--- config.mk ---
export PLATFORM = sky130hd
export DESIGN_NAME = camera_yaw_pitch_navigator_core
export DESIGN_NICKNAME = d
export VERILOG_FILES = /design/src/rtl/cyp_pkg.sv /design/src/rtl/cyp_mul.sv /design/src/rtl/cyp_cordic.sv /design/src/rtl/cyp_wrap.sv /design/src/rtl/camera_yaw_pitch_navigator_core.sv
export SDC_FILE = /design/constraint.sdc
export NUM_CORES = 2
export LEC_CHECK = 0
export ABC_CLOCK_PERIOD_IN_PS = 10100
export BUFFER_PORTS_ARGS = -buffer_cell sky130_fd_sc_hd__buf_2
export CAP_MARGIN = 20
export CORE_UTILIZATION = 35
export DETAILED_ROUTE_END_ITERATION = 16
export PLACE_DENSITY = 0.49
export REMOVE_ABC_BUFFERS = 1
export SYNTH_ARGS = -nofsm -noshare
export SYNTH_HDL_FRONTEND = slang
export SYNTH_SLANG_ARGS = --single-unit
--- constraint.sdc ---
create_clock -name clock -period 10.1 [get_ports clock]
set_clock_uncertainty 0.05 [all_clocks]
set_input_delay 1.01 -clock clock [delete_from_list [all_inputs] [get_ports clock]]
set_output_delay 1.01 -clock clock [all_outputs]
set_load 0.1 [all_outputs]
--- src/rtl/cyp_pkg.sv ---
`default_nettype none
package cyp_pkg;

   localparam int MUL_W  = 34;
   localparam int PROD_W = 68;

   typedef logic signed [33:0] q30_type;
   typedef logic signed [15:0] q14_type;
   typedef logic signed [31:0] pos_type;
   typedef logic signed [PROD_W-1:0] prod_type;

   localparam logic [2:0] ACT_POINTER  = 3'd0;
   localparam logic [2:0] ACT_STRAFE_R = 3'd1;
   localparam logic [2:0] ACT_STRAFE_L = 3'd2;
   localparam logic [2:0] ACT_FORWARD  = 3'd3;
   localparam logic [2:0] ACT_BACK     = 3'd4;
   localparam logic [2:0] ACT_UP       = 3'd5;
   localparam logic [2:0] ACT_DOWN     = 3'd6;

   localparam logic CSR_SENS  = 1'b0;
   localparam logic CSR_SPEED = 1'b1;

   localparam q30_type CORDIC_GAIN = 34'sd652032874;
   localparam q14_type Q14_ONE     = 16'sd16384;
   localparam pos_type Q16_ONE     = 32'sd65536;

   // arctangent of 2^-i in degrees, 24 fractional bits
   localparam q30_type ATAN_TABLE [24] = '{
      34'sd754974720, 34'sd445687602, 34'sd235489088, 34'sd119537938,
      34'sd60000934,  34'sd30029717,  34'sd15018523,  34'sd7509720,
      34'sd3754917,   34'sd1877466,   34'sd938734,    34'sd469367,
      34'sd234684,    34'sd117342,    34'sd58671,     34'sd29335,
      34'sd14668,     34'sd7334,      34'sd3667,      34'sd1833,
      34'sd917,       34'sd458,       34'sd229,       34'sd115
   };

   function automatic q14_type q14_from_q30(input q30_type v);
      q30_type t;
      q14_type r;
      t = (v + 34'sd32768) >>> 16;
      if (t > 34'sd16384) begin
         r = Q14_ONE;
      end else if (t < -34'sd16384) begin
         r = -Q14_ONE;
      end else begin
         r = t[15:0];
      end
      return r;
   endfunction

   function automatic q14_type q14_from_q60(input prod_type v);
      prod_type t;
      q14_type r;
      t = (v + (68'sd1 <<< 45)) >>> 46;
      if (t > 68'sd16384) begin
         r = Q14_ONE;
      end else if (t < -68'sd16384) begin
         r = -Q14_ONE;
      end else begin
         r = t[15:0];
      end
      return r;
   endfunction

   function automatic pos_type sat32(input logic signed [35:0] v);
      pos_type r;
      if (v > 36'sd2147483647) begin
         r = 32'sh7fffffff;
      end else if (v < -36'sd2147483648) begin
         r = 32'sh80000000;
      end else begin
         r = v[31:0];
      end
      return r;
   endfunction

endpackage
`default_nettype wire

--- src/rtl/cyp_mul.sv ---
`default_nettype none
module cyp_mul (
   input  wire logic                               clock,
   input  wire logic                               reset,
   input  wire logic                               start,
   input  wire logic signed [cyp_pkg::MUL_W-1:0]   a,
   input  wire logic signed [cyp_pkg::MUL_W-1:0]   b,
   output logic                                    done,
   output cyp_pkg::prod_type                       prod
);
   localparam int W  = cyp_pkg::MUL_W;
   localparam int CW = $clog2(W);

   logic signed [W+1:0] hi_ff, hi_in, sum, a_ext;
   logic [W-1:0]        lo_ff, lo_in;
   logic signed [W-1:0] a_ff, a_in;
   logic [CW-1:0]       cnt_ff, cnt_in;
   logic                busy_ff, busy_in, done_ff, done_in;

   // one multiplier bit per cycle, sign bit weighs negative
   always_comb begin
      a_ext   = (W+2)'(a_ff);
      sum     = hi_ff;
      if (lo_ff[0]) begin
         sum = (cnt_ff == CW'(W-1)) ? hi_ff - a_ext : hi_ff + a_ext;
      end
      hi_in   = hi_ff;
      lo_in   = lo_ff;
      a_in    = a_ff;
      cnt_in  = cnt_ff;
      busy_in = busy_ff;
      done_in = 1'b0;
      if (start) begin
         hi_in   = '0;
         lo_in   = b;
         a_in    = a;
         cnt_in  = '0;
         busy_in = 1'b1;
      end else if (busy_ff) begin
         hi_in  = sum >>> 1;
         lo_in  = {sum[0], lo_ff[W-1:1]};
         cnt_in = cnt_ff + 1'b1;
         if (cnt_ff == CW'(W-1)) begin
            busy_in = 1'b0;
            done_in = 1'b1;
         end
      end
   end

   always_ff @(posedge clock) begin
      if (reset) begin
         busy_ff <= 1'b0;
         done_ff <= 1'b0;
      end else begin
         busy_ff <= busy_in;
         done_ff <= done_in;
      end
      hi_ff  <= hi_in;
      lo_ff  <= lo_in;
      a_ff   <= a_in;
      cnt_ff <= cnt_in;
   end

   assign done = done_ff;
   assign prod = {hi_ff[W-1:0], lo_ff};
endmodule
`default_nettype wire

--- src/rtl/cyp_cordic.sv ---
`default_nettype none
module cyp_cordic #(
   parameter int STEPS = 16,
   parameter int AFB   = 12
) (
   input  wire logic                  clock,
   input  wire logic                  reset,
   input  wire logic                  start,
   input  wire logic signed [AFB+9:0] angle,
   output logic                       done,
   output cyp_pkg::q30_type           cos_out,
   output cyp_pkg::q30_type           sin_out
);
   localparam int ZSH = 24 - AFB;
   localparam int IW  = $clog2(STEPS);
   localparam logic signed [33:0] QUARTER = 34'sd90 <<< 24;
   localparam logic signed [33:0] HALF    = 34'sd180 <<< 24;

   logic signed [33:0] z0, z_ff, z_in;
   cyp_pkg::q30_type   x_ff, x_in, y_ff, y_in;
   logic               flip_ff, flip_in;
   logic [IW-1:0]      i_ff, i_in;
   logic               busy_ff, busy_in, done_ff, done_in;

   always_comb begin
      z0      = 34'(angle) <<< ZSH;
      z_in    = z_ff;
      x_in    = x_ff;
      y_in    = y_ff;
      flip_in = flip_ff;
      i_in    = i_ff;
      busy_in = busy_ff;
      done_in = 1'b0;
      if (start) begin
         x_in    = cyp_pkg::CORDIC_GAIN;
         y_in    = '0;
         i_in    = '0;
         busy_in = 1'b1;
         // fold the back half-plane onto the front one
         if (z0 > QUARTER) begin
            z_in    = z0 - HALF;
            flip_in = 1'b1;
         end else if (z0 < -QUARTER) begin
            z_in    = z0 + HALF;
            flip_in = 1'b1;
         end else begin
            z_in    = z0;
            flip_in = 1'b0;
         end
      end else if (busy_ff) begin
         if (z_ff >= 0) begin
            x_in = x_ff - (y_ff >>> i_ff);
            y_in = y_ff + (x_ff >>> i_ff);
            z_in = z_ff - cyp_pkg::ATAN_TABLE[5'(i_ff)];
         end else begin
            x_in = x_ff + (y_ff >>> i_ff);
            y_in = y_ff - (x_ff >>> i_ff);
            z_in = z_ff + cyp_pkg::ATAN_TABLE[5'(i_ff)];
         end
         i_in = i_ff + 1'b1;
         if (i_ff == IW'(STEPS-1)) begin
            busy_in = 1'b0;
            done_in = 1'b1;
         end
      end
   end

   always_ff @(posedge clock) begin
      if (reset) begin
         busy_ff <= 1'b0;
         done_ff <= 1'b0;
      end else begin
         busy_ff <= busy_in;
         done_ff <= done_in;
      end
      z_ff    <= z_in;
      x_ff    <= x_in;
      y_ff    <= y_in;
      flip_ff <= flip_in;
      i_ff    <= i_in;
   end

   assign done    = done_ff;
   assign cos_out = flip_ff ? -x_ff : x_ff;
   assign sin_out = flip_ff ? -y_ff : y_ff;
endmodule
`default_nettype wire

--- src/rtl/cyp_wrap.sv ---
`default_nettype none
module cyp_wrap #(
   parameter int AFB = 12
) (
   input  wire logic                   clock,
   input  wire logic                   reset,
   input  wire logic                   start,
   input  wire logic signed [AFB+18:0] v,
   output logic                        done,
   output logic [AFB+8:0]              yaw
);
   localparam int SW = AFB + 19;
   localparam int YW = AFB + 9;
   localparam int QB = 9;
   localparam logic [SW-1:0] FULL = SW'(360) << AFB;

   logic [SW-1:0] rem_ff, rem_in, div_ff, div_in;
   logic          neg_ff, neg_in;
   logic [3:0]    cnt_ff, cnt_in;
   logic          busy_ff, busy_in, done_ff, done_in;
   logic [SW-1:0] wrapped;

   // restoring reduction of the magnitude, one quotient bit per cycle
   always_comb begin
      rem_in  = rem_ff;
      div_in  = div_ff;
      neg_in  = neg_ff;
      cnt_in  = cnt_ff;
      busy_in = busy_ff;
      done_in = 1'b0;
      if (start) begin
         rem_in  = v[SW-1] ? SW'(-v) : SW'(v);
         div_in  = FULL << (QB - 1);
         neg_in  = v[SW-1];
         cnt_in  = '0;
         busy_in = 1'b1;
      end else if (busy_ff) begin
         if (rem_ff >= div_ff) begin
            rem_in = rem_ff - div_ff;
         end
         div_in = div_ff >> 1;
         cnt_in = cnt_ff + 1'b1;
         if (cnt_ff == 4'(QB - 1)) begin
            busy_in = 1'b0;
            done_in = 1'b1;
         end
      end
   end

   always_ff @(posedge clock) begin
      if (reset) begin
         busy_ff <= 1'b0;
         done_ff <= 1'b0;
      end else begin
         busy_ff <= busy_in;
         done_ff <= done_in;
      end
      rem_ff <= rem_in;
      div_ff <= div_in;
      neg_ff <= neg_in;
      cnt_ff <= cnt_in;
   end

   assign wrapped = (neg_ff && rem_ff != '0) ? FULL - rem_ff : rem_ff;
   assign yaw     = wrapped[YW-1:0];
   assign done    = done_ff;
endmodule
`default_nettype wire

--- src/rtl/camera_yaw_pitch_navigator_core.sv ---
`default_nettype none
// First-person camera: each request is a pointer position (action 0) or a move command
// (1/2 strafe right/left, 3/4 forward/back, 5/6 up/down by exactly 1.0) and each one
// returns the view direction (Q1.14) and saturating position (Q16.16) after it. Requests
// are handled one at a time; a finished response waits in an output register, so the
// next request can be taken while it is pending. The work runs on the bit-serial
// multiplier and the one-iteration-per-cycle CORDIC loop: a pointer move takes four
// multiplies, the yaw wrap and two rotations, a strafe after the first pointer move
// one rotation and three multiplies, forward or back three; up, down and unknown
// actions neither. Configuration writes take effect at once and must come while idle.
module camera_yaw_pitch_navigator_core #(
   parameter int CORDIC_STEPS    = 16,
   parameter int ANGLE_FRAC_BITS = 12
) (
   input  wire logic         clock,
   input  wire logic         reset,
   input  wire logic         req_tvalid,
   output logic              req_tready,
   input  wire logic [31:0]  req_tdata,   // pointer_x, pointer_y
   input  wire logic [2:0]   req_tuser,   // action
   output logic              rsp_tvalid,
   input  wire logic         rsp_tready,
   output logic [143:0]      rsp_tdata,   // dir_x, dir_y, dir_z, pos_x, pos_y, pos_z
   input  wire logic         csr_we,
   input  wire logic         csr_addr,
   input  wire logic [23:0]  csr_wdata
);
   localparam int AFB = ANGLE_FRAC_BITS;
   localparam int SW  = AFB + 19;
   localparam int YW  = AFB + 9;
   localparam int PW  = AFB + 8;
   localparam int AW  = AFB + 10;
   localparam int SH  = 16 - AFB;
   localparam logic signed [35:0] RND    = (36'sd1 <<< SH) >>> 1;
   localparam logic signed [SW-1:0] LIM  = SW'(89) <<< AFB;
   localparam logic signed [AW-1:0] HALF = AW'(180) <<< AFB;
   localparam logic signed [AW-1:0] FULL = AW'(360) <<< AFB;

   localparam logic [3:0] S_IDLE      = 4'd0;
   localparam logic [3:0] S_MUL_X     = 4'd1;
   localparam logic [3:0] S_MUL_Y     = 4'd2;
   localparam logic [3:0] S_WRAP      = 4'd3;
   localparam logic [3:0] S_ROT_YAW   = 4'd4;
   localparam logic [3:0] S_ROT_PITCH = 4'd5;
   localparam logic [3:0] S_MUL_DIR   = 4'd6;
   localparam logic [3:0] S_MUL_MOVE  = 4'd7;
   localparam logic [3:0] S_DONE      = 4'd8;

   logic [3:0]              state_ff, state_in;
   logic                    go_ff, go_in;
   logic [2:0]              act_ff, act_in;
   logic signed [15:0]      px_ff, px_in, py_ff, py_in;
   logic signed [15:0]      lastx_ff, lastx_in, lasty_ff, lasty_in;
   logic [YW-1:0]           yaw_ff, yaw_in;
   logic signed [PW-1:0]    pitch_ff, pitch_in;
   logic signed [SW-1:0]    v_ff, v_in;
   cyp_pkg::q30_type        cy_ff, cy_in, sy_ff, sy_in, cp_ff, cp_in;
   cyp_pkg::q14_type        dir_ff [3];
   cyp_pkg::q14_type        dir_in [3];
   cyp_pkg::pos_type        pos_ff [3];
   cyp_pkg::pos_type        pos_in [3];
   cyp_pkg::q14_type        u_ff [3];
   cyp_pkg::q14_type        u_in [3];
   logic [1:0]              k_ff, k_in;
   logic                    aimed_ff, aimed_in;
   logic [15:0]             sens_ff, sens_in;
   logic [23:0]             speed_ff, speed_in;
   logic                    rsp_valid_ff, rsp_valid_in;
   logic [143:0]            rsp_data_ff, rsp_data_in;

   logic signed [cyp_pkg::MUL_W-1:0] mul_a, mul_b;
   logic                    mul_start, mul_done;
   cyp_pkg::prod_type       mul_prod;
   logic                    rot_start, rot_done;
   logic signed [AW-1:0]    rot_angle, yaw_ext, yaw_adj;
   cyp_pkg::q30_type        rot_cos, rot_sin;
   logic                    wrap_start, wrap_done;
   logic [YW-1:0]           wrap_yaw;

   logic signed [35:0]      p36, sc;
   logic signed [SW-1:0]    sc_t, pitch_sum;
   cyp_pkg::prod_type       step_full;
   logic signed [35:0]      step, pos_sum, y_sum;
   logic                    move_neg, req_xfer;

   cyp_mul u_mul (
      .clock (clock), .reset (reset), .start (mul_start),
      .a (mul_a), .b (mul_b), .done (mul_done), .prod (mul_prod)
   );

   cyp_cordic #(.STEPS (CORDIC_STEPS), .AFB (AFB)) u_cordic (
      .clock (clock), .reset (reset), .start (rot_start), .angle (rot_angle),
      .done (rot_done), .cos_out (rot_cos), .sin_out (rot_sin)
   );

   cyp_wrap #(.AFB (AFB)) u_wrap (
      .clock (clock), .reset (reset), .start (wrap_start), .v (v_ff),
      .done (wrap_done), .yaw (wrap_yaw)
   );

   assign req_tready = (state_ff == S_IDLE);
   assign req_xfer   = req_tvalid && req_tready;
   assign rsp_tvalid = rsp_valid_ff;
   assign rsp_tdata  = rsp_data_ff;

   assign mul_start  = go_ff && (state_ff == S_MUL_X || state_ff == S_MUL_Y ||
                                 state_ff == S_MUL_DIR || state_ff == S_MUL_MOVE);
   assign rot_start  = go_ff && (state_ff == S_ROT_YAW || state_ff == S_ROT_PITCH);
   assign wrap_start = go_ff && (state_ff == S_WRAP);

   // yaw in (-180, 180] for the rotator
   assign yaw_ext   = $signed({1'b0, yaw_ff});
   assign yaw_adj   = (yaw_ext > HALF) ? yaw_ext - FULL : yaw_ext;
   assign rot_angle = (state_ff == S_ROT_PITCH) ? AW'(pitch_ff) : yaw_adj;

   always_comb begin
      case (state_ff)
         S_MUL_X: begin
            mul_a = cyp_pkg::MUL_W'(17'(px_ff) - 17'(lastx_ff));
            mul_b = cyp_pkg::MUL_W'({1'b0, sens_ff});
         end
         S_MUL_Y: begin
            mul_a = cyp_pkg::MUL_W'(17'(lasty_ff) - 17'(py_ff));
            mul_b = cyp_pkg::MUL_W'({1'b0, sens_ff});
         end
         S_MUL_DIR: begin
            mul_a = (k_ff == 2'd0) ? cy_ff : sy_ff;
            mul_b = cp_ff;
         end
         default: begin
            mul_a = cyp_pkg::MUL_W'(u_ff[k_ff]);
            mul_b = cyp_pkg::MUL_W'({1'b0, speed_ff});
         end
      endcase
   end

   // angle delta rounded to the angle grid, and position step rounded to Q16.16
   always_comb begin
      p36       = mul_prod[35:0];
      sc        = (p36 + RND) >>> SH;
      sc_t      = sc[SW-1:0];
      pitch_sum = SW'(pitch_ff) + sc_t;
      step_full = (mul_prod + 68'sd8192) >>> 14;
      step      = step_full[35:0];
      move_neg  = (act_ff == cyp_pkg::ACT_STRAFE_L) || (act_ff == cyp_pkg::ACT_BACK);
      pos_sum   = move_neg ? 36'(pos_ff[k_ff]) - step : 36'(pos_ff[k_ff]) + step;
      y_sum     = (req_tuser == cyp_pkg::ACT_DOWN) ? 36'(pos_ff[1]) - 36'(cyp_pkg::Q16_ONE)
                                                   : 36'(pos_ff[1]) + 36'(cyp_pkg::Q16_ONE);
   end

   always_comb begin
      state_in     = state_ff;
      go_in        = 1'b0;
      act_in       = act_ff;
      px_in        = px_ff;
      py_in        = py_ff;
      lastx_in     = lastx_ff;
      lasty_in     = lasty_ff;
      yaw_in       = yaw_ff;
      pitch_in     = pitch_ff;
      v_in         = v_ff;
      cy_in        = cy_ff;
      sy_in        = sy_ff;
      cp_in        = cp_ff;
      dir_in       = dir_ff;
      pos_in       = pos_ff;
      u_in         = u_ff;
      k_in         = k_ff;
      aimed_in     = aimed_ff;
      sens_in      = sens_ff;
      speed_in     = speed_ff;
      rsp_valid_in = rsp_valid_ff && !rsp_tready;
      rsp_data_in  = rsp_data_ff;

      if (csr_we) begin
         case (csr_addr)
            cyp_pkg::CSR_SENS:  sens_in  = csr_wdata[15:0];
            cyp_pkg::CSR_SPEED: speed_in = csr_wdata;
            default: ;
         endcase
      end

      case (state_ff)
         S_IDLE: begin
            if (req_xfer) begin
               act_in = req_tuser;
               px_in  = req_tdata[15:0];
               py_in  = req_tdata[31:16];
               k_in   = 2'd0;
               case (req_tuser)
                  cyp_pkg::ACT_POINTER: begin
                     state_in = S_MUL_X;
                     go_in    = 1'b1;
                  end
                  cyp_pkg::ACT_STRAFE_R, cyp_pkg::ACT_STRAFE_L: begin
                     if (aimed_ff) begin
                        state_in = S_ROT_YAW;
                     end else begin
                        u_in[0]  = cyp_pkg::Q14_ONE;
                        u_in[1]  = '0;
                        u_in[2]  = '0;
                        state_in = S_MUL_MOVE;
                     end
                     go_in = 1'b1;
                  end
                  cyp_pkg::ACT_FORWARD, cyp_pkg::ACT_BACK: begin
                     u_in     = dir_ff;
                     state_in = S_MUL_MOVE;
                     go_in    = 1'b1;
                  end
                  cyp_pkg::ACT_UP, cyp_pkg::ACT_DOWN: begin
                     pos_in[1] = cyp_pkg::sat32(y_sum);
                     state_in  = S_DONE;
                  end
                  default: state_in = S_DONE;
               endcase
            end
         end
         S_MUL_X: begin
            if (mul_done) begin
               v_in     = SW'(yaw_ff) + sc_t;
               state_in = S_MUL_Y;
               go_in    = 1'b1;
            end
         end
         S_MUL_Y: begin
            if (mul_done) begin
               if (pitch_sum > LIM) begin
                  pitch_in = PW'(LIM);
               end else if (pitch_sum < -LIM) begin
                  pitch_in = PW'(-LIM);
               end else begin
                  pitch_in = pitch_sum[PW-1:0];
               end
               state_in = S_WRAP;
               go_in    = 1'b1;
            end
         end
         S_WRAP: begin
            if (wrap_done) begin
               yaw_in   = wrap_yaw;
               state_in = S_ROT_YAW;
               go_in    = 1'b1;
            end
         end
         S_ROT_YAW: begin
            if (rot_done) begin
               cy_in = rot_cos;
               sy_in = rot_sin;
               go_in = 1'b1;
               if (act_ff == cyp_pkg::ACT_POINTER) begin
                  state_in = S_ROT_PITCH;
               end else begin
                  // strafe axis (-sin yaw, 0, cos yaw)
                  u_in[0]  = -cyp_pkg::q14_from_q30(rot_sin);
                  u_in[1]  = '0;
                  u_in[2]  = cyp_pkg::q14_from_q30(rot_cos);
                  state_in = S_MUL_MOVE;
               end
            end
         end
         S_ROT_PITCH: begin
            if (rot_done) begin
               cp_in     = rot_cos;
               dir_in[1] = cyp_pkg::q14_from_q30(rot_sin);
               k_in      = 2'd0;
               state_in  = S_MUL_DIR;
               go_in     = 1'b1;
            end
         end
         S_MUL_DIR: begin
            if (mul_done) begin
               if (k_ff == 2'd0) begin
                  dir_in[0] = cyp_pkg::q14_from_q60(mul_prod);
                  k_in      = 2'd1;
                  go_in     = 1'b1;
               end else begin
                  dir_in[2] = cyp_pkg::q14_from_q60(mul_prod);
                  lastx_in  = px_ff;
                  lasty_in  = py_ff;
                  aimed_in  = 1'b1;
                  state_in  = S_DONE;
               end
            end
         end
         S_MUL_MOVE: begin
            if (mul_done) begin
               pos_in[k_ff] = cyp_pkg::sat32(pos_sum);
               if (k_ff == 2'd2) begin
                  state_in = S_DONE;
               end else begin
                  k_in  = k_ff + 2'd1;
                  go_in = 1'b1;
               end
            end
         end
         S_DONE: begin
            if (!rsp_valid_ff || rsp_tready) begin
               rsp_valid_in = 1'b1;
               rsp_data_in  = {pos_ff[2], pos_ff[1], pos_ff[0],
                               dir_ff[2], dir_ff[1], dir_ff[0]};
               state_in     = S_IDLE;
            end
         end
         default: state_in = S_IDLE;
      endcase
   end

   always_ff @(posedge clock) begin
      if (reset) begin
         state_ff     <= S_IDLE;
         go_ff        <= 1'b0;
         rsp_valid_ff <= 1'b0;
         aimed_ff     <= 1'b0;
         sens_ff      <= 16'd6554;
         speed_ff     <= 24'd6554;
         lastx_ff     <= '0;
         lasty_ff     <= '0;
         yaw_ff       <= '0;
         pitch_ff     <= '0;
         dir_ff[0]    <= '0;
         dir_ff[1]    <= '0;
         dir_ff[2]    <= -cyp_pkg::Q14_ONE;
         pos_ff[0]    <= '0;
         pos_ff[1]    <= '0;
         pos_ff[2]    <= cyp_pkg::Q16_ONE;
      end else begin
         state_ff     <= state_in;
         go_ff        <= go_in;
         rsp_valid_ff <= rsp_valid_in;
         aimed_ff     <= aimed_in;
         sens_ff      <= sens_in;
         speed_ff     <= speed_in;
         lastx_ff     <= lastx_in;
         lasty_ff     <= lasty_in;
         yaw_ff       <= yaw_in;
         pitch_ff     <= pitch_in;
         dir_ff       <= dir_in;
         pos_ff       <= pos_in;
      end
      act_ff      <= act_in;
      px_ff       <= px_in;
      py_ff       <= py_in;
      v_ff        <= v_in;
      cy_ff       <= cy_in;
      sy_ff       <= sy_in;
      cp_ff       <= cp_in;
      u_ff        <= u_in;
      k_ff        <= k_in;
      rsp_data_ff <= rsp_data_in;
   end
endmodule
`default_nettype wire

After elaboration in Yosys (flattened, before gate mapping)
Memories as Yosys holds them, arrays and structs flattened. Index checks and enable logic that the tools add are counted.

Logic and storage cells: 311. ROM bits: 1088. Register bits: 913. Latch bits: 0. Bits in writable memories: 0. Bits of input ports: 65. Memories: 1. Output and inout port bits: 146.

Memory list: (name not given) (words 32, bits a word 34, read ports 1, clocked after memory_dff 0, write ports 0, RTL line cyp_cordic.sv:54) `z_in = z_ff - cyp_pkg::ATAN_TABLE[5'(i_ff)];`.

Add/sub/neg operators: 34. Multiply operators: 0. Div/mod/pow operators: 0. Multiplexer cells: 110. Shifts and indexed selects: 2. Magnitude comparators: 20. Bitwise operators: 7. Eq/ne operators: 37. Reduce and logical (&&, ||, !) cells: 53.

Operator list (number): $mux W34 (14); $mux W32 (11); $mux W48 (4); $pmux W48 S2 (2); $mux W16 (11); $mux W36 (4); $mux W31 (4); $add A34 B34 Y34 (3); $pmux W34 S3 (1); $sub A34 B34 Y34 (3); $bwmux W96 (1); $gt A36 B32 Y1 const B (2); $lt A36 B32 Y1 const B (2); $add A34 B17 Y34 const B (2); $add A68 B47 Y68 const B (1); $neg A34 Y34 (2); $pmux W34 S2 (1); $sshr A34 B4 Y34 (2); $bmux W32 S2 (1); $demux W32 S2 (1); $mux W64 (1); $pmux W32 S2 (1); $add A50 B15 Y50 const B (1); $mux W22 (2); other kinds (78) (186).

Logic depth before layout (Yosys ltp)
Depth after elaboration: 14. Gate-level depth with buffers: 30. Gate-level depth less buffers: 25.

By module
From an unflattened synthesis, not the netlist that was laid out.

Cell total of the unflattened synthesis: 7376. Area total of the unflattened synthesis: 64784.6 um^2.

By module, submodules not included: camera_yaw_pitch_navigator_core (cells an instance 3816, instances 1, area each 35322.6 um^2, sequential area each 16155.5 um^2); cyp_cordic (cells an instance 2179, instances 1, area each 16821.1 um^2, sequential area each 2532.4 um^2); cyp_mul (cells an instance 720, instances 1, area each 7176.9 um^2, sequential area each 2902.8 um^2); cyp_wrap (cells an instance 661, instances 1, area each 5464.0 um^2, sequential area each 1661.6 um^2).

Worst setup path before layout
OpenSTA, ideal clock, no wires.

Path kind: input -> register. From: input port rsp_tready. To: register rsp_data_ff[0] (netlist: rsp_tdata[0]) (enable). Required time: 9.401 ns. Setup slack: 2.337 ns. Stages: 2. Path buffers: 0. Library setup time: 0.649 ns. Arrival: 7.064 ns. Cell sequence: nor2b_1 nor2_1.

Cells in the longest elaborated chain, start to end: 2.

Ends and longest elaborated chain: from (decl) (RTL line camera_yaw_pitch_navigator_core.sv:22) `input wire logic rsp_tready,`; $logic_or A1 B1 Y1 (RTL line camera_yaw_pitch_navigator_core.sv:298) `if (!rsp_valid_ff || rsp_tready) begin`; $reduce_and A2 Y1 (no source line); to (signal assigned) (RTL line camera_yaw_pitch_navigator_core.sv:350) `rsp_data_ff <= rsp_data_in;`; to (decl) (RTL line camera_yaw_pitch_navigator_core.sv:69) `logic [143:0] rsp_data_ff, rsp_data_in;`.

No other way between the ends. A chain may end at the register's enable or synchronous reset.

Worst setup path after layout
From: register u_mul.lo_ff[15]. To: register pos_ff[36] in the netlist's numbering.

Cells in the longest elaborated chain, start to end: 11. Elaborated cells on any way between the ends: 13. Classes of those cells: add/sub: 3; order compare: 2; mux: 8.

Ends and longest elaborated chain: from (decl) (RTL line cyp_mul.sv:15) `logic [W-1:0] lo_ff, lo_in;`; from (signal assigned) (RTL line cyp_mul.sv:59) `lo_ff <= lo_in;`; $add A50 B15 Y50 (*) (RTL line camera_yaw_pitch_navigator_core.sv:143) `step_full = (mul_prod + 68'sd8192) >>> 14;`; $add A32 B36 Y36 or $sub A32 B36 Y36 (tied branches) (RTL line camera_yaw_pitch_navigator_core.sv:146) `pos_sum = move_neg ? 36'(pos_ff[k_ff]) - step : 36'(pos_ff[k_ff]) + step;`; $mux W36 (*) (RTL line camera_yaw_pitch_navigator_core.sv:146); $lt A36 B32 Y1 (RTL line cyp_pkg.sv:69) `end else if (v < -36'sd2147483648) begin`; $mux W32 (RTL line cyp_pkg.sv:69); $mux W32 (*) (RTL line cyp_pkg.sv:67) `if (v > 36'sd2147483647) begin`; $mux W32 (*) (RTL line camera_yaw_pitch_navigator_core.sv:287) `if (mul_done) begin`; $mux W32 (*) (RTL line camera_yaw_pitch_navigator_core.sv:183) `case (state_ff)`; $bwmux W96 (*) (RTL line camera_yaw_pitch_navigator_core.sv:288) `pos_in[k_ff] = cyp_pkg::sat32(pos_sum);`; $mux W64 (*) (RTL line camera_yaw_pitch_navigator_core.sv:287); $pmux W32 S2 (*) (RTL line camera_yaw_pitch_navigator_core.sv:183); to (signal assigned) (RTL line camera_yaw_pitch_navigator_core.sv:339) `pos_ff <= pos_in;`; to (decl) (RTL line camera_yaw_pitch_navigator_core.sv:60) `cyp_pkg::pos_type pos_ff [3];`.

Every way passes the cells marked *; elsewhere a longest branch is shown, timed or not. The select of a mux whose other input is x is not followed.

==> impl_metrics.yaml <==
cts:
  ctsResizeCount: 0
  cts_setup_buffers: 0
  root_buffer: "clkbuf_16"
  clk-insertion-delay-late_ps: 810
  clk_pin_slew_worst_paths_ps: 60
  hold_buffers: 0
  cts.sinks: 913
  cts_max_level: 3
  cts_buffer_depth: 3
  cts_buffers: 110
  tritoncts: "yes"
timing:
  finalHoldViolCount: 0
  fmax_mhz: 123.7
  tns_ps: 0
  slew_headroom_pct: 23.64
  grt_setup_unrepaired: "no"
  period_minus_slack_ps: 8082
  slew_viol_final: 0
  fin_crit_sh_pct: 80.02
  tightest_slew_ps: 1143
  setup_viol: 0
place:
  dpl.hpwl_um: 155300
  portBuffers: 210
  dpl_cell_area_sq_um: 66300
  globalplace.congestion: 0.8916
setup_path:
  worstSetupStartpointType: "register"
  end_kind: "register"
  crit_slowest_cell: "nor3_2"
  crit_buf_inv: 0
  critPathKind: "register to register"
  cpPeakStageDelay_ps: 880
  cp.arrival_ps: 8700
  required_ps: 10720
  path_max_fanout: 14
  path_cells: "nand4_1 -> nor3_2 -> a41oi_1 -> a2111oi_0 -> o211ai_1 -> or4_1 -> or2_2 -> nand2_1 -> xnor2_1 -> ha_1 -> and2_1 -> a22o_1 -> a2111oi_0 -> o221ai_1 -> a211oi_1 -> a211oi_1 -> nor4b_1 -> o21ai_0 -> nand2_1 -> nand2_1 -> a211oi_1"
  cpLargestDelayFamily: "simple AND/OR/NAND/NOR gates"
global_routing:
  grt_overflow: 0
  grt_pass1_vias: 50236
  grt_max_degree: 86
  track_usage_pct: 22.02
  grt_first_pass_wirelength_um: 311000
  antenna_found_initial: 3
layout:
  layout_common_cells: "nand2_1, nor2_1, a21oi_1"
  multi_input_area_sq_um: 37480
  syn_to_final_growth_pct: 11.34
  layout_commonest_cell: "nand2_1"
  layout-drive-gt1-share_pct: 9.475
  nets: 7530
  fin_area_sq_um: 70270
  n_fill_cell: 18035
  regArea_sq_um: 23270
logic_synthesis:
  synth_edf_count: 497
  syn-cell-area_sq_um: 63110
  synth_compound_area_share_pct: 18.81
  ys_seq_elements: 913
  seq_area_frac_synth_pct: 36.84
  synth_xor_area_share_pct: 9.034
  synth_area_per_cell_sq_um: 8.869
  synthAdderAreaFrac_pct: 6.950
  synthMuxAreaShare_pct: 6.931
  synth_cells: 7116
  synthSimpleGateAreaFrac_pct: 17.47
  synth_warnings: 0
  synth.distinct_cells: 103
  synthArstFlopShare_pct: 0
  ys.flop_type: "edfxtp_1"
  synth_top_family_by_area: "compound AO/OA/AOI/OAI gates"
pwr:
  peakVddDrop_uv: 250.0
  p_switching_mw: 10.32
  p_per_area_nw_per_um2: 317.8
  p_leak_nw: 26.45
  p_int_mw: 12.01
  p_seq_share_pct: 25.2
  comb_power_share_pct: 55.6
  switching_share_pct: 46.20
  pwr-share-clk_pct: 19.2
die:
  die_x_um: 426.7
  core_area_sq_um: 178800
  initial_core_util_pct: 35.30
  row_count: 155
  pin_count: 211
  die-area_sq_um: 182000
  die_h_um: 426.7
route:
  drc: 0
  vias: 53153
  wl_um: 206100
  via_per_inst: 5.551
  drtIter0Drc: 4226
  detail-route-antenna-nets: 0
  drtPass1Iterations: 8
  wl_per_cell_um: 21.53
flow_run:
  cap_violations: 0
outcome:
  outcome: "complete, no violations"
worst_hold_path:
  hp-class: "primary input to register"
==> Yosys cell counts, drive strengths merged (17+ instances only) <==
master  count  area, sq um
mux2i     236         2362
nand2b     77        481.7
or4        26        198.9
nand3     188        945.9
a21o      114        855.8
nor2      611         2301
nor4       52        365.3
o22ai      18        112.6
xnor2     418         3661
a31oi      91        569.3
a22o       23        201.4
nor3      162        840.8
a21oi     586         2940
o31ai      69        518.0
o21a       68        510.5
or2        36        225.2
mux2       34        382.9
and2       65        406.6
buf        80        374.1
o21ai     463         2317
o211ai     47        357.8
nor3b      17        127.6
and4       21        183.9
nand4      69        446.7
clkbuf    321         1205
o21bai     42        315.3
and3       53        331.6
a22oi      33        247.7
inv       241        904.6
ha        333         4167
xor2      233         2041
mux4       71         1629
a221oi     17        148.9
a21boi     21        157.6
o41ai      40        365.4
dfxtp     416         8328
nor2b      71        451.7
a211oi     93        698.2
edfxtp    497        14920
nand2     759         2849
or3        73        456.7
==> sequential cells by signal, indices dropped and copies added (netlist names), 29 cells and up <==
name and flops:
sy_ff 34, pos_ff 96, dir_ff 48, u_wrap.div_ff 29, u_cordic.z_ff 34, cy_ff 34, cp_ff 34, rsp_tdata 144
u_mul.hi_ff 35, u_cordic.x_ff 34, u_ff 48, u_cordic.y_ff 34, v_ff 31, u_mul.a_ff 34, u_mul.lo_ff 34, u_wrap.rem_ff 31
==> final timing paths <==
path,from,to,slack (ps),cells after the start
max,u_mul.lo_ff[15],pos_ff[36],2020,21
min reg2reg,dir_ff[27],rsp_tdata[27],400,0
max reg2reg,u_mul.lo_ff[15],pos_ff[36],2020,21
min,req_tdata[16],py_ff[0],320,1
==> worst reg2reg max path: cells and delay by family, from the launching register on <==
family | cells | cell delay [ps]
flops | 1 | 570
fa+ha+maj | 1 | 300
xor+xnor | 1 | 140
compound gates | 10 | 3250
simple gates | 9 | 3700
==> cell families after synthesis <==
kind of cell	Yosys count
flops	913
simple gates	2326
xor+xnor	651
compound gates	1894
mux	341
fa+ha+maj	344
buf+inv	647
==> stage by stage <==
stage	hold WS (ps)	utilization (%)	setup slack (ps)	power, mW	cells
2_1_floorplan	371.2	-	1226	14.56	6715
3_5_place_dp	384.9	37.08	1921	17.95	9361
3_3_place_gp	392.7	37.08	2074	17.92	9361
4_1_cts	256.6	39.27	1891	22.34	9571
6_report	321.8	39.30	2018	22.33	9575
5_1_grt	288.5	39.30	1380	23.87	9574
==> power by group through the flow <==
stage                     Clock (mW)  Combinational (mW)  Sequential, mW
final                           4.29                12.4            5.63
after global routing            4.52                13.6            5.71
after CTS                       4.39                12.3            5.62
after detailed placement           0                12.3            5.70
after global placement             0                12.2            5.68
after floorplan                    0                8.68            5.88
==> metal layers <==
metal | up-vias | part of all wire (%) | track usage [%]
met5 | - | 0 | 0
met1 | 25521 | 46 | 30.26
met2 | 1344 | 46 | 35.68
met4 | 0 | 3.6 | 7.756
met3 | 280 | 4.5 | 2.390
li1 | 26008 | - | -
==> cell type report <==
cell class | instances | area share [%]
Tap cell | 2355 | 4.193
Inverter | 246 | 1.319
Antenna cell | 1 | 0.003561
Timing Repair Buffer | 294 | 2.448
Clock buffer | 146 | 4.311
Sequential cell | 913 | 33.11
Multi-Input combinational cell | 5556 | 53.34
Clock inverter | 64 | 1.278
Note: power is estimated with default switching activity, not from simulation.
